==> src/hdl/rrfl_pkg.sv <==
// Shared types, sizes and codes for the register rename free list block.
// Used by the map/ring memory, the state memory, the top level and its checker.
package rrfl_pkg;

  // Register file sizes
  localparam int INT_ARCH_REGS   = 40;
  localparam int FP_ARCH_REGS    = 32;
  localparam int INT_PHYS_REGS   = 80;
  localparam int FP_PHYS_REGS    = 72;
  localparam int FREE_LIST_DEPTH = 40;
  localparam int UNMAPPED_REG    = 31;

  // Field widths
  localparam int ARCH_W = 6;
  localparam int PHYS_W = 7;
  localparam int RIDX_W = (FREE_LIST_DEPTH > 1) ? $clog2(FREE_LIST_DEPTH) : 1;
  localparam int CNT_W  = $clog2(FREE_LIST_DEPTH + 1);

  // Map/ring memory: {region, file, slot}
  localparam int MR_AW    = 2 + ARCH_W;
  localparam int MR_DEPTH = 1 << MR_AW;

  // Physical state memory: {file, physical register}
  localparam int ST_AW    = 1 + PHYS_W;
  localparam int ST_DEPTH = 1 << ST_AW;

  // Physical register states
  localparam logic [1:0] ST_FREE    = 2'd0;
  localparam logic [1:0] ST_PENDING = 2'd1;
  localparam logic [1:0] ST_VALID   = 2'd2;

  // Map/ring memory regions
  localparam logic REG_MAP  = 1'b0;
  localparam logic REG_RING = 1'b1;

  // Commands
  localparam logic CMD_RENAME = 1'b0;
  localparam logic CMD_MARK   = 1'b1;

  typedef struct packed {
    logic              cmd;
    logic [ARCH_W-1:0] src1_arch;
    logic              src1_fp;
    logic [ARCH_W-1:0] src2_arch;
    logic              src2_fp;
    logic [ARCH_W-1:0] dest_arch;
    logic              dest_fp;
    logic [PHYS_W-1:0] done_phys;
    logic              done_fp;
  } rrfl_in_t;

  typedef struct packed {
    logic [PHYS_W-1:0] src1_phys;
    logic [PHYS_W-1:0] src2_phys;
    logic [PHYS_W-1:0] dest_phys;
    logic              freed_valid;
    logic [PHYS_W-1:0] freed_phys;
    logic              no_free;
  } rrfl_out_t;

  typedef struct packed {
    logic              re;
    logic [MR_AW-1:0]  raddr;
    logic              we;
    logic [MR_AW-1:0]  waddr;
    logic [PHYS_W-1:0] wdata;
  } mr_req_t;

  typedef struct packed {
    logic             re;
    logic [ST_AW-1:0] raddr;
    logic             we;
    logic [ST_AW-1:0] waddr;
    logic [1:0]       wdata;
  } st_req_t;

  // Number of architectural registers in a file
  function automatic logic [PHYS_W:0] arch_limit(input logic fp);
    return fp ? (PHYS_W+1)'(FP_ARCH_REGS) : (PHYS_W+1)'(INT_ARCH_REGS);
  endfunction

  // Number of physical registers in a file
  function automatic logic [PHYS_W:0] phys_limit(input logic fp);
    return fp ? (PHYS_W+1)'(FP_PHYS_REGS) : (PHYS_W+1)'(INT_PHYS_REGS);
  endfunction

  // Value of a map or ring entry that was never written
  function automatic logic [PHYS_W-1:0] mr_reset_val(input logic [MR_AW-1:0] addr);
    logic              region;
    logic              fp;
    logic [ARCH_W-1:0] slot;
    region = addr[MR_AW-1];
    fp     = addr[MR_AW-2];
    slot   = addr[ARCH_W-1:0];
    if (region == REG_MAP) begin
      return PHYS_W'(slot);
    end
    return PHYS_W'(arch_limit(fp) + (PHYS_W+1)'(slot));
  endfunction

  // State of a physical register that was never written
  function automatic logic [1:0] st_reset_val(input logic [ST_AW-1:0] addr);
    logic              fp;
    logic [PHYS_W-1:0] phys;
    fp   = addr[ST_AW-1];
    phys = addr[PHYS_W-1:0];
    return ((PHYS_W+1)'(phys) < arch_limit(fp)) ? ST_VALID : ST_FREE;
  endfunction

endpackage

==> src/hdl/register_rename_free_list.sv <==
// Register rename stage with integer and floating map tables and free lists.
// Depends on rrfl_pkg, rrfl_map_ring and rrfl_state_mem.
//
// One command is handled at a time. A rename reads the source 1, source 2
// and destination mappings and the free ring head; a rename that allocates
// then writes the ring tail (when the old mapping is freed) and the map.
// These accesses share the map/ring memory and each use its single read or
// write port in a cycle of their own. A mark-valid command only writes the
// state memory. The result sits in an output register, so a waiting result
// does not block the next transfer in; a new result is held back only while
// the previous one is stalled.
// No clearing pass follows reset: written entries are tracked by valid bits.
module register_rename_free_list (
  input  logic                clk,
  input  logic                rst_n,
  input  logic                in_valid,
  output logic                in_stall,
  input  rrfl_pkg::rrfl_in_t  in_data,
  output logic                out_valid,
  input  logic                out_stall,
  output rrfl_pkg::rrfl_out_t out_data
);
  import rrfl_pkg::*;

  localparam logic [3:0] S_IDLE    = 4'd0;
  localparam logic [3:0] S_RD_S1   = 4'd1;
  localparam logic [3:0] S_RD_S2   = 4'd2;
  localparam logic [3:0] S_RD_D    = 4'd3;
  localparam logic [3:0] S_RD_HEAD = 4'd4;
  localparam logic [3:0] S_FREE_WR = 4'd5;
  localparam logic [3:0] S_MAP_WR  = 4'd6;
  localparam logic [3:0] S_MARK    = 4'd7;
  localparam logic [3:0] S_DONE    = 4'd8;

  logic [3:0]        state_r,     state_nxt;
  rrfl_in_t          item_r,      item_nxt;
  rrfl_out_t         res_r,       res_nxt;
  rrfl_out_t         out_r,       out_nxt;
  logic              out_valid_r, out_valid_nxt;
  logic [PHYS_W-1:0] oldp_r,      oldp_nxt;
  logic [PHYS_W-1:0] newp_r,      newp_nxt;
  logic [RIDX_W-1:0] head_r [2];
  logic [RIDX_W-1:0] head_nxt [2];
  logic [RIDX_W-1:0] tail_r [2];
  logic [RIDX_W-1:0] tail_nxt [2];
  logic [CNT_W-1:0]  cnt_r [2];
  logic [CNT_W-1:0]  cnt_nxt [2];

  mr_req_t           mr_req;
  st_req_t           st_req;
  logic [PHYS_W-1:0] mr_rdata;
  logic [1:0]        st_rdata;

  logic              dfp;
  logic              s1_in_range;
  logic              s2_in_range;
  logic              d_in_range;
  logic              keep_dest;
  logic              free_old;
  logic [RIDX_W-1:0] head_cur;
  logic [RIDX_W-1:0] tail_cur;

  rrfl_map_ring u_map_ring (
    .clk   (clk),
    .rst_n (rst_n),
    .req   (mr_req),
    .rdata (mr_rdata)
  );

  rrfl_state_mem u_state_mem (
    .clk   (clk),
    .rst_n (rst_n),
    .req   (st_req),
    .rdata (st_rdata)
  );

  // Decode the held command
  assign dfp         = item_r.dest_fp;
  assign head_cur    = head_r[dfp];
  assign tail_cur    = tail_r[dfp];
  assign s1_in_range = (PHYS_W+1)'(item_r.src1_arch) < arch_limit(item_r.src1_fp);
  assign s2_in_range = (PHYS_W+1)'(item_r.src2_arch) < arch_limit(item_r.src2_fp);
  assign d_in_range  = (PHYS_W+1)'(item_r.dest_arch) < arch_limit(dfp);
  assign keep_dest   = ((item_r.dest_arch == item_r.src1_arch) && (item_r.src1_fp == dfp)) ||
                       ((item_r.dest_arch == item_r.src2_arch) && (item_r.src2_fp == dfp)) ||
                       (item_r.dest_arch == ARCH_W'(UNMAPPED_REG)) || !d_in_range;
  assign free_old    = (oldp_r != PHYS_W'(UNMAPPED_REG)) &&
                       ((PHYS_W+1)'(oldp_r) < phys_limit(dfp)) && (st_rdata == ST_VALID);

  // Sequence the memory accesses of one command
  always_comb begin
    state_nxt     = state_r;
    item_nxt      = item_r;
    res_nxt       = res_r;
    out_nxt       = out_r;
    out_valid_nxt = out_valid_r;
    oldp_nxt      = oldp_r;
    newp_nxt      = newp_r;
    head_nxt      = head_r;
    tail_nxt      = tail_r;
    cnt_nxt       = cnt_r;
    mr_req        = '0;
    st_req        = '0;

    // Drop the result once it has been transferred
    if (out_valid_r && !out_stall) begin
      out_valid_nxt = 1'b0;
    end

    case (state_r)
      S_IDLE: begin
        if (in_valid) begin
          item_nxt = in_data;
          case (in_data.cmd)
            CMD_RENAME: state_nxt = S_RD_S1;
            CMD_MARK:   state_nxt = S_MARK;
            default:    state_nxt = S_IDLE;
          endcase
        end
      end

      S_MARK: begin
        st_req.we    = ((PHYS_W+1)'(item_r.done_phys) < phys_limit(item_r.done_fp));
        st_req.waddr = {item_r.done_fp, item_r.done_phys};
        st_req.wdata = ST_VALID;
        res_nxt      = '0;
        state_nxt    = S_DONE;
      end

      S_RD_S1: begin
        mr_req.re    = 1'b1;
        mr_req.raddr = {REG_MAP, item_r.src1_fp, item_r.src1_arch};
        state_nxt    = S_RD_S2;
      end

      S_RD_S2: begin
        mr_req.re         = 1'b1;
        mr_req.raddr      = {REG_MAP, item_r.src2_fp, item_r.src2_arch};
        res_nxt.src1_phys = s1_in_range ? mr_rdata : '0;
        state_nxt         = S_RD_D;
      end

      S_RD_D: begin
        mr_req.re         = 1'b1;
        mr_req.raddr      = {REG_MAP, dfp, item_r.dest_arch};
        res_nxt.src2_phys = s2_in_range ? mr_rdata : '0;
        state_nxt         = S_RD_HEAD;
      end

      // Hold the old mapping, read the ring head and the old register's state
      S_RD_HEAD: begin
        oldp_nxt     = mr_rdata;
        mr_req.re    = 1'b1;
        mr_req.raddr = {REG_RING, dfp, ARCH_W'(head_cur)};
        st_req.re    = 1'b1;
        st_req.raddr = {dfp, mr_rdata};
        state_nxt    = S_FREE_WR;
      end

      // Decide the allocation; push a valid old mapping at the tail
      S_FREE_WR: begin
        newp_nxt            = mr_rdata;
        res_nxt.freed_valid = 1'b0;
        res_nxt.freed_phys  = '0;
        res_nxt.no_free     = 1'b0;
        if (keep_dest) begin
          res_nxt.dest_phys = d_in_range ? oldp_r : '0;
          state_nxt         = S_DONE;
        end else if (cnt_r[dfp] == '0) begin
          res_nxt.dest_phys = '0;
          res_nxt.no_free   = 1'b1;
          state_nxt         = S_DONE;
        end else begin
          res_nxt.dest_phys = mr_rdata;
          head_nxt[dfp]     = (head_cur == RIDX_W'(FREE_LIST_DEPTH - 1)) ?
                              '0 : head_cur + 1'b1;
          if (free_old) begin
            mr_req.we           = 1'b1;
            mr_req.waddr        = {REG_RING, dfp, ARCH_W'(tail_cur)};
            mr_req.wdata        = oldp_r;
            st_req.we           = 1'b1;
            st_req.waddr        = {dfp, oldp_r};
            st_req.wdata        = ST_FREE;
            tail_nxt[dfp]       = (tail_cur == RIDX_W'(FREE_LIST_DEPTH - 1)) ?
                                  '0 : tail_cur + 1'b1;
            res_nxt.freed_valid = 1'b1;
            res_nxt.freed_phys  = oldp_r;
          end else begin
            cnt_nxt[dfp] = cnt_r[dfp] - 1'b1;
          end
          state_nxt = S_MAP_WR;
        end
      end

      // Install the new mapping and mark it pending
      S_MAP_WR: begin
        mr_req.we    = 1'b1;
        mr_req.waddr = {REG_MAP, dfp, item_r.dest_arch};
        mr_req.wdata = newp_r;
        st_req.we    = ((PHYS_W+1)'(newp_r) < phys_limit(dfp));
        st_req.waddr = {dfp, newp_r};
        st_req.wdata = ST_PENDING;
        state_nxt    = S_DONE;
      end

      // Load the output register when it is free or being transferred
      S_DONE: begin
        if (!out_valid_r || !out_stall) begin
          out_nxt       = res_r;
          out_valid_nxt = 1'b1;
          state_nxt     = S_IDLE;
        end
      end

      default: begin
        state_nxt = S_IDLE;
      end
    endcase
  end

  // Control registers
  always_ff @(posedge clk) begin
    if (!rst_n) begin
      state_r     <= S_IDLE;
      out_valid_r <= 1'b0;
      head_r      <= '{default: '0};
      tail_r      <= '{default: '0};
      cnt_r       <= '{default: CNT_W'(FREE_LIST_DEPTH)};
    end else begin
      state_r     <= state_nxt;
      out_valid_r <= out_valid_nxt;
      head_r      <= head_nxt;
      tail_r      <= tail_nxt;
      cnt_r       <= cnt_nxt;
    end
  end

  // Payload registers
  always_ff @(posedge clk) begin
    item_r <= item_nxt;
    res_r  <= res_nxt;
    out_r  <= out_nxt;
    oldp_r <= oldp_nxt;
    newp_r <= newp_nxt;
  end

  assign in_stall  = (state_r != S_IDLE);
  assign out_valid = out_valid_r;
  assign out_data  = out_r;

endmodule

==> src/hdl/rrfl_map_ring.sv <==
// Map table and free ring storage for both register files in one memory.
// One read and one write port, registered read data. Depends on rrfl_pkg.
module rrfl_map_ring (
  input  logic                      clk,
  input  logic                      rst_n,
  input  rrfl_pkg::mr_req_t         req,
  output logic [rrfl_pkg::PHYS_W-1:0] rdata
);
  import rrfl_pkg::*;

  logic [PHYS_W-1:0] mem_r [MR_DEPTH];
  logic [MR_DEPTH-1:0] vld_r;
  logic [PHYS_W-1:0] q_r;
  logic              q_vld_r;
  logic [MR_AW-1:0]  q_addr_r;

  // Write and read the array
  always_ff @(posedge clk) begin
    if (req.we) begin
      mem_r[req.waddr] <= req.wdata;
    end
    if (req.re) begin
      q_r      <= mem_r[req.raddr];
      q_addr_r <= req.raddr;
    end
  end

  // Track written entries; reset clears them all at once
  always_ff @(posedge clk) begin
    if (!rst_n) begin
      vld_r   <= '0;
      q_vld_r <= 1'b0;
    end else begin
      if (req.we) begin
        vld_r[req.waddr] <= 1'b1;
      end
      if (req.re) begin
        q_vld_r <= vld_r[req.raddr];
      end
    end
  end

  // Unwritten entries read as their reset contents
  assign rdata = q_vld_r ? q_r : mr_reset_val(q_addr_r);

endmodule

==> src/hdl/rrfl_state_mem.sv <==
// Per physical register state (free, pending, valid) for both register files.
// One read and one write port, registered read data. Depends on rrfl_pkg.
module rrfl_state_mem (
  input  logic              clk,
  input  logic              rst_n,
  input  rrfl_pkg::st_req_t req,
  output logic [1:0]        rdata
);
  import rrfl_pkg::*;

  logic [1:0]          mem_r [ST_DEPTH];
  logic [ST_DEPTH-1:0] vld_r;
  logic [1:0]          q_r;
  logic                q_vld_r;
  logic [ST_AW-1:0]    q_addr_r;

  // Write and read the array
  always_ff @(posedge clk) begin
    if (req.we) begin
      mem_r[req.waddr] <= req.wdata;
    end
    if (req.re) begin
      q_r      <= mem_r[req.raddr];
      q_addr_r <= req.raddr;
    end
  end

  // Track written entries; reset clears them all at once
  always_ff @(posedge clk) begin
    if (!rst_n) begin
      vld_r   <= '0;
      q_vld_r <= 1'b0;
    end else begin
      if (req.we) begin
        vld_r[req.waddr] <= 1'b1;
      end
      if (req.re) begin
        q_vld_r <= vld_r[req.raddr];
      end
    end
  end

  // Unwritten entries read as their reset state
  assign rdata = q_vld_r ? q_r : st_reset_val(q_addr_r);

endmodule

==> config.mk <==
export PLATFORM = sky130hd
export DESIGN_NAME = register_rename_free_list
export DESIGN_NICKNAME = d
export VERILOG_FILES = /design/src/hdl/rrfl_pkg.sv /design/src/hdl/register_rename_free_list.sv /design/src/hdl/rrfl_map_ring.sv /design/src/hdl/rrfl_state_mem.sv
export SDC_FILE = /design/constraint.sdc
export NUM_CORES = 2
export LEC_CHECK = 0
export ABC_CLOCK_PERIOD_IN_PS = 10100
export BUFFER_PORTS_ARGS = -buffer_cell sky130_fd_sc_hd__buf_2
export CAP_MARGIN = 15
export CELL_PAD_IN_SITES_DETAIL_PLACEMENT = 1
export CELL_PAD_IN_SITES_GLOBAL_PLACEMENT = 1
export CORE_AREA = 2 2 982 495
export CTS_CLUSTER_DIAMETER = 100
export DETAILED_ROUTE_END_ITERATION = 7
export DIE_AREA = 0 0 984 497
export PLACE_DENSITY = 0.45
export SLEW_MARGIN = 10
export SYNTH_ARGS = -nofsm -noshare
export SYNTH_HDL_FRONTEND = slang
export SYNTH_SLANG_ARGS = --single-unit
==> constraint.sdc <==
create_clock -name clk -period 10.1 [get_ports clk]
set_clock_uncertainty 0.2 [all_clocks]
set_input_delay 2.02 -clock clk [delete_from_list [all_inputs] [get_ports clk]]
set_output_delay 2.02 -clock clk [all_outputs]
set_load 0.02 [all_outputs]
* Word level (Yosys, flattened, before mapping)
Memories as Yosys holds them, arrays and structs flattened. A register that Yosys moved wholly into a read port is not among the register bits. Cells that the tools add are included.
Storage, ports and cells: word-level logic and storage cells 181, memory bits (writable) 2304, register bits 674, memories 2, bits of input ports 34
Cells by class: reduce and logical (&&, ||, !) cells 28, muxes and demuxes 70, bitwise gates (word level) 7, equal/unequal tests 19, order comparisons 15, add/sub/neg operators 4
Memory list:
- u_map_ring.mem_r | words 256, bits a word 7, rd ports 1, clocked after memory_dff 1, wr ports 1, line rrfl_map_ring.sv:11 | logic [PHYS_W-1:0] mem_r [MR_DEPTH];
- u_state_mem.mem_r | words 256, bits a word 2, rd ports 1, clocked after memory_dff 1, wr ports 1, line rrfl_state_mem.sv:11 | logic [1:0] mem_r [ST_DEPTH];
Operator list (number):
- $or 256x256->256 | 2
- $mux 6 | 12
- $pmux 16 s2 | 2
- $mux 7 | 7
- $mux 16 | 3
- $bwmux 12 | 3
- $lt 8x9->1 const B | 4
- $mux 4 | 9
- $pmux 9 s4 | 1
- $mux 11 | 3
- $pmux 11 s3 | 1
- $pmux 4 s8 | 1
- $pmux 7 s2 | 2
- $lt 6x6->1 | 3
- $mux 9 | 2
- $bmux 1 s8 | 2
- $demux 1 s8 | 2
- $eq 4x3->1 const B | 4
- $ge 8x1->1 const B | 2
- $lt 7x8->1 | 2
- $mux 8 | 2
- $lt 7x7->1 | 2
- $add 6x1->6 const B | 2
- $eq 6x6->1 | 2
- 31 further kinds | 68

* Depth between registers and ports, before layout
word-level depth 15, depth in mapped cells 18, depth with buffers taken out 15

* Modules after synthesis
From an unflattened synthesis, not the netlist that was laid out.
Second synthesis, totals: cells, all modules 6372, area, all modules 115559.6 sq um
Modules (own cells, without submodules):
- rrfl_map_ring | seq. area each 59407.0 sq um, cells each 3942, instances 1, area an instance 78716.7 sq um
- rrfl_state_mem | seq. area each 20729.9 sq um, cells each 1899, instances 1, area an instance 30425.4 sq um
- register_rename_free_list | seq. area each 3913.8 sq um, cells each 531, instances 1, area an instance 6417.4 sq um

* Worst setup path before layout
OpenSTA, ideal clock, no wires.
path type reg2reg, start register state_r[2], end memory u_map_ring.mem_r[0][5] (data pin), clock period less this slack 9890 ps, arrival time 8869 ps, path buffers 3, stages on the path, launching flop included 9, required time 9080 ps, setup slack 210 ps, path through dfxtp_1 -> clkbuf_1 -> nand2_1 -> or3_1 -> clkbuf_1 -> inv_2 -> clkbuf_1 -> nand2_1 -> nand2_1
RTL lines:
- start: declaration | line register_rename_free_list.sv:35 | logic [3:0] state_r, state_nxt;
- start signal: assignment | line register_rename_free_list.sv:230 | state_r <= state_nxt;
- end: declaration | line rrfl_map_ring.sv:11

* Worst setup path in the final report
start register state_r[1], end register u_map_ring.q_r[4] (read register of u_map_ring.mem_r) (data pin)
On the way: word-level cells in the longest chain between the ends 2, elaborated cells on any way between the ends 5
RTL lines:
- $eq 4x3->1 (tied with other cells) | line register_rename_free_list.sv:110 | case (state_r)
- $pmux 9 s4 (*) | line register_rename_free_list.sv:110
- end: declaration | line rrfl_map_ring.sv:13 | logic [PHYS_W-1:0] q_r;
Mark *: on every way between the ends. The rest lies on a longest branch, timed or not. A chain may end at the register's enable or synchronous reset.

==> flow_summary.yaml <==
outcome:
  status: "complete, no violations"
clock_network:
  cts_max_level: 5
  numClockSinks: 2984
  post_cts_buffers: 0
  cts_tree: "built"
  cts.path.max_buffers: 4
  clk_pin_slew_ns: 0.06
  cts_resized: 0
  hold_buffers: 0
  numCtsBuffers: 320
  clk-insertion-delay-late_ns: 0.91
  root_buffer: "clkbuf_16"
routing:
  route.met2.wl_um: 208900
  drt-initial-drc-count: 5973
  first_pass_iters: 6
  drt_wl_total_um: 436800
  wl_met3_um: 14560
  top_layer: "met4"
  vias: 79277
  ant_nets: 0
  drc: 0
  wl_met1_um: 203800
  wire_per_inst_um: 26.96
  routed_via_density: 4.894
global_routing:
  grt_max_degree: 154
  grt_usage_pct: 17.26
  grt_pass1_wl_um: 623500
  grt_overflow: 0
  antenna_found_initial: 29
  grt_pass1_vias: 81225
timing:
  finalCritPeriodShare_pct: 72.42
  max_freq_ghz: 0.1367
  hold_viol_final: 0
  drv_slew: 0
  period_needed_ns: 7.314
  tightest_slew_ns: 1.334
  maxSlewHeadroom_pct: 11.09
  rsz0062_at_grt: "no"
  setup-violations-final: 0
  fin_tns_setup_ns: 0
placed_design:
  hpwl_um: 254300
  io_buffers: 65
  place.gp.congestion: 0.7705
  placed_cells: 15615
yosys:
  postSynthRegisterBits: 2984
  avgSynthCellArea_um2: 12.45
  synth.distinct_cells: 79
  synthFlopType: "edfxtp_1"
  yosysSeqAreaShare_pct: 70.28
  ys_async_sr_fraction_pct: 0
  synth-edff-count: 2429
  synth_cells: 9609
  synthesis.area_um2: 119600
  ys_warn_count: 0
worst_setup_path:
  end_kind: "flip-flop"
  reg2regPathDepth: 14
  crit_arrival_ns: 7.74
  r2r_start: "state_r[1]$_SDFFE_PN0P_"
  worst-endpoint-required_ns: 10.53
  rrSetupSlack_ns: 2.79
  crit_fanout: 135
  worstSetupPathType: "flip-flop to flip-flop"
  crit_path_start_kind: "flip-flop"
  r2r-end: "u_map_ring.q_r[4]$_DFFE_PN_"
floorplan:
  die_w_um: 984
  rows: 180
  die_area_um2: 489000
  start_util_pct: 24.94
  core-area_um2: 479500
  io_pins: 66
  die_h_um: 497
power:
  peakVddDrop_mv: 0.1966
  p_per_area_nw_per_um2: 273.4
  p_leak_nw: 45.56
final_layout:
  num-fill-cells: 51790
  num-nets-final: 9610
  drive_gt1_share_pct: 8.041
  final_util_pct: 28.61
  final_common_cell: "edfxtp_1"
  area_growth_pct: 14.69
  fin_cells: 16200
  mostFrequentLayoutCells: "2429 x edfxtp_1, 1974 x nand2_1, 633 x nand3_1, 555 x dfxtp_1, 523 x nor2_1"
hold_path:
  hp-start: "res_r[21]$_SDFFCE_PP0P_"
  min_path_cells: 0
  hold_path.class: "flip-flop to flip-flop"
  holdPathEnd: "out_data[21]$_DFFE_PP_"
run:
  maxCapViolCount: 0
per-stage QoR:
| stage | setup slack (ns) | hold slack [ns] | area (um^2) | power [mW] |
|---|---|---|---|---|
| 5_1_grt | 2.226 | 0.2063 | 137100 | 39.11 |
| 2_1_floorplan | 0.2104 | 0.2003 | 120100 | 20.72 |
| 3_3_place_gp | 2.845 | 0.2044 | 127000 | 26.19 |
| 6_report | 2.786 | 0.2079 | 137200 | 37.49 |
| 4_1_cts | 2.819 | 0.2117 | 137100 | 38.06 |
| 3_5_place_dp | 2.840 | 0.2056 | 127000 | 26.21 |
cells by family (layout without fill, tap and decap cells):
group / Yosys count / after routing / synth area share, %
other: 1 / 133 / 0.003136
AOI/OAI and AO/OA: 1905 / 1905 / 11.38
adders and majority gates: 8 / 8 / 0.08370
and+or+nand+nor: 3758 / 3758 / 13.69
xor gates and xnor gates: 28 / 28 / 0.2051
DFF: 2984 / 2984 / 70.28
muxes: 157 / 157 / 1.414
buffers and inverters: 768 / 857 / 2.944
registers in the layout, indices dropped and copies added, names as in the netlist, 5 cells and up:
signal,cells
res_r,30
u_map_ring.q_r,7
item_r,28
u_map_ring.mem_r,1792
u_map_ring.vld_r,256
u_state_mem.q_addr_r,5
u_map_ring.q_addr_r,8
oldp_r,7
newp_r,7
u_state_mem.vld_r,256
head_r,12
cnt_r,12
tail_r,12
u_state_mem.mem_r,512
out_data,30
critical path, cell delays in order, from the launching register on:
cell and delay (ns):
dfxtp_1 0.69, or4b_4 0.71, clkinv_8 0.46, a22oi_4 0.64, and2_4 0.59, inv_16 0.23
buf_4 0.61, buf_4 0.48, a211oi_1 0.32, a31oi_1 0.10, a22oi_1 0.24, nand2_1 0.10
a22oi_1 0.54, a21oi_1 0.34, a211o_1 0.30
per-layer routing:
layer | vias up | global-route usage [%]
met3 | 495 | 1.734
met2 | 1379 | 29.18
li1 | 35606 | -
met5 | - | 0
met1 | 41797 | 24.06
met4 | 0 | 3.614
cells in the mapped netlist, drive strengths merged, types with 90 or more instances:
cell type	instances	share of area [%]
a21oi	177	0.74
nand3	635	2.7
dfxtp	555	9.3
clkbuf	374	1.2
a311oi	154	1.1
buf	364	1.7
mux2i	133	1.1
a22oi	102	0.65
o21a	454	2.8
o221ai	90	0.66
and3	361	1.9
a31oi	332	1.7
edfxtp	2429	61
nor2	536	1.7
a211oi	306	1.9
nand2	2002	6.3
worst max-delay path by stage:
| stage | from | endpoint | slack [ns] |
|---|---|---|---|
| after global routing | state_r[1]$_SDFFE_PN0P_ | u_map_ring.q_r[4]$_DFFE_PN_ | 2.23 |
| after CTS | state_r[1]$_SDFFE_PN0P_ | u_map_ring.q_r[4]$_DFFE_PN_ | 2.82 |
| after detailed placement | state_r[1]$_SDFFE_PN0P_ | u_map_ring.q_r[4]$_DFFE_PN_ | 2.84 |
| final | state_r[1]$_SDFFE_PN0P_ | u_map_ring.q_r[4]$_DFFE_PN_ | 2.79 |
| after floorplan | state_r[2]$_SDFFE_PN0P_ | u_map_ring.mem_r[0][5]$_DFFE_PP_ | 0.21 |
| after global placement | state_r[1]$_SDFFE_PN0P_ | u_map_ring.q_r[4]$_DFFE_PN_ | 2.85 |
cell type report:
cell class              instances  area (um^2)  area share [%]
inverters                      30        181.4          0.1323
multi-input cells            5984        32820           23.93
clock buffers                 467         9086           6.625
flip-flops and latches       2984        84050           61.28
repair buffers                248         2012           1.467
well taps                    6370         7970           5.811
clock inverters               112         1021          0.7444
diodes                          5        12.51        0.009122
power by group:
part,internal [mW],leakage [nW],switching (mW)
logic,2.88,13.2,9.13
clock network,6.68,4.92,5.10
registers,13.6,27.4,0.143
(Power assumes the default switching activity.)
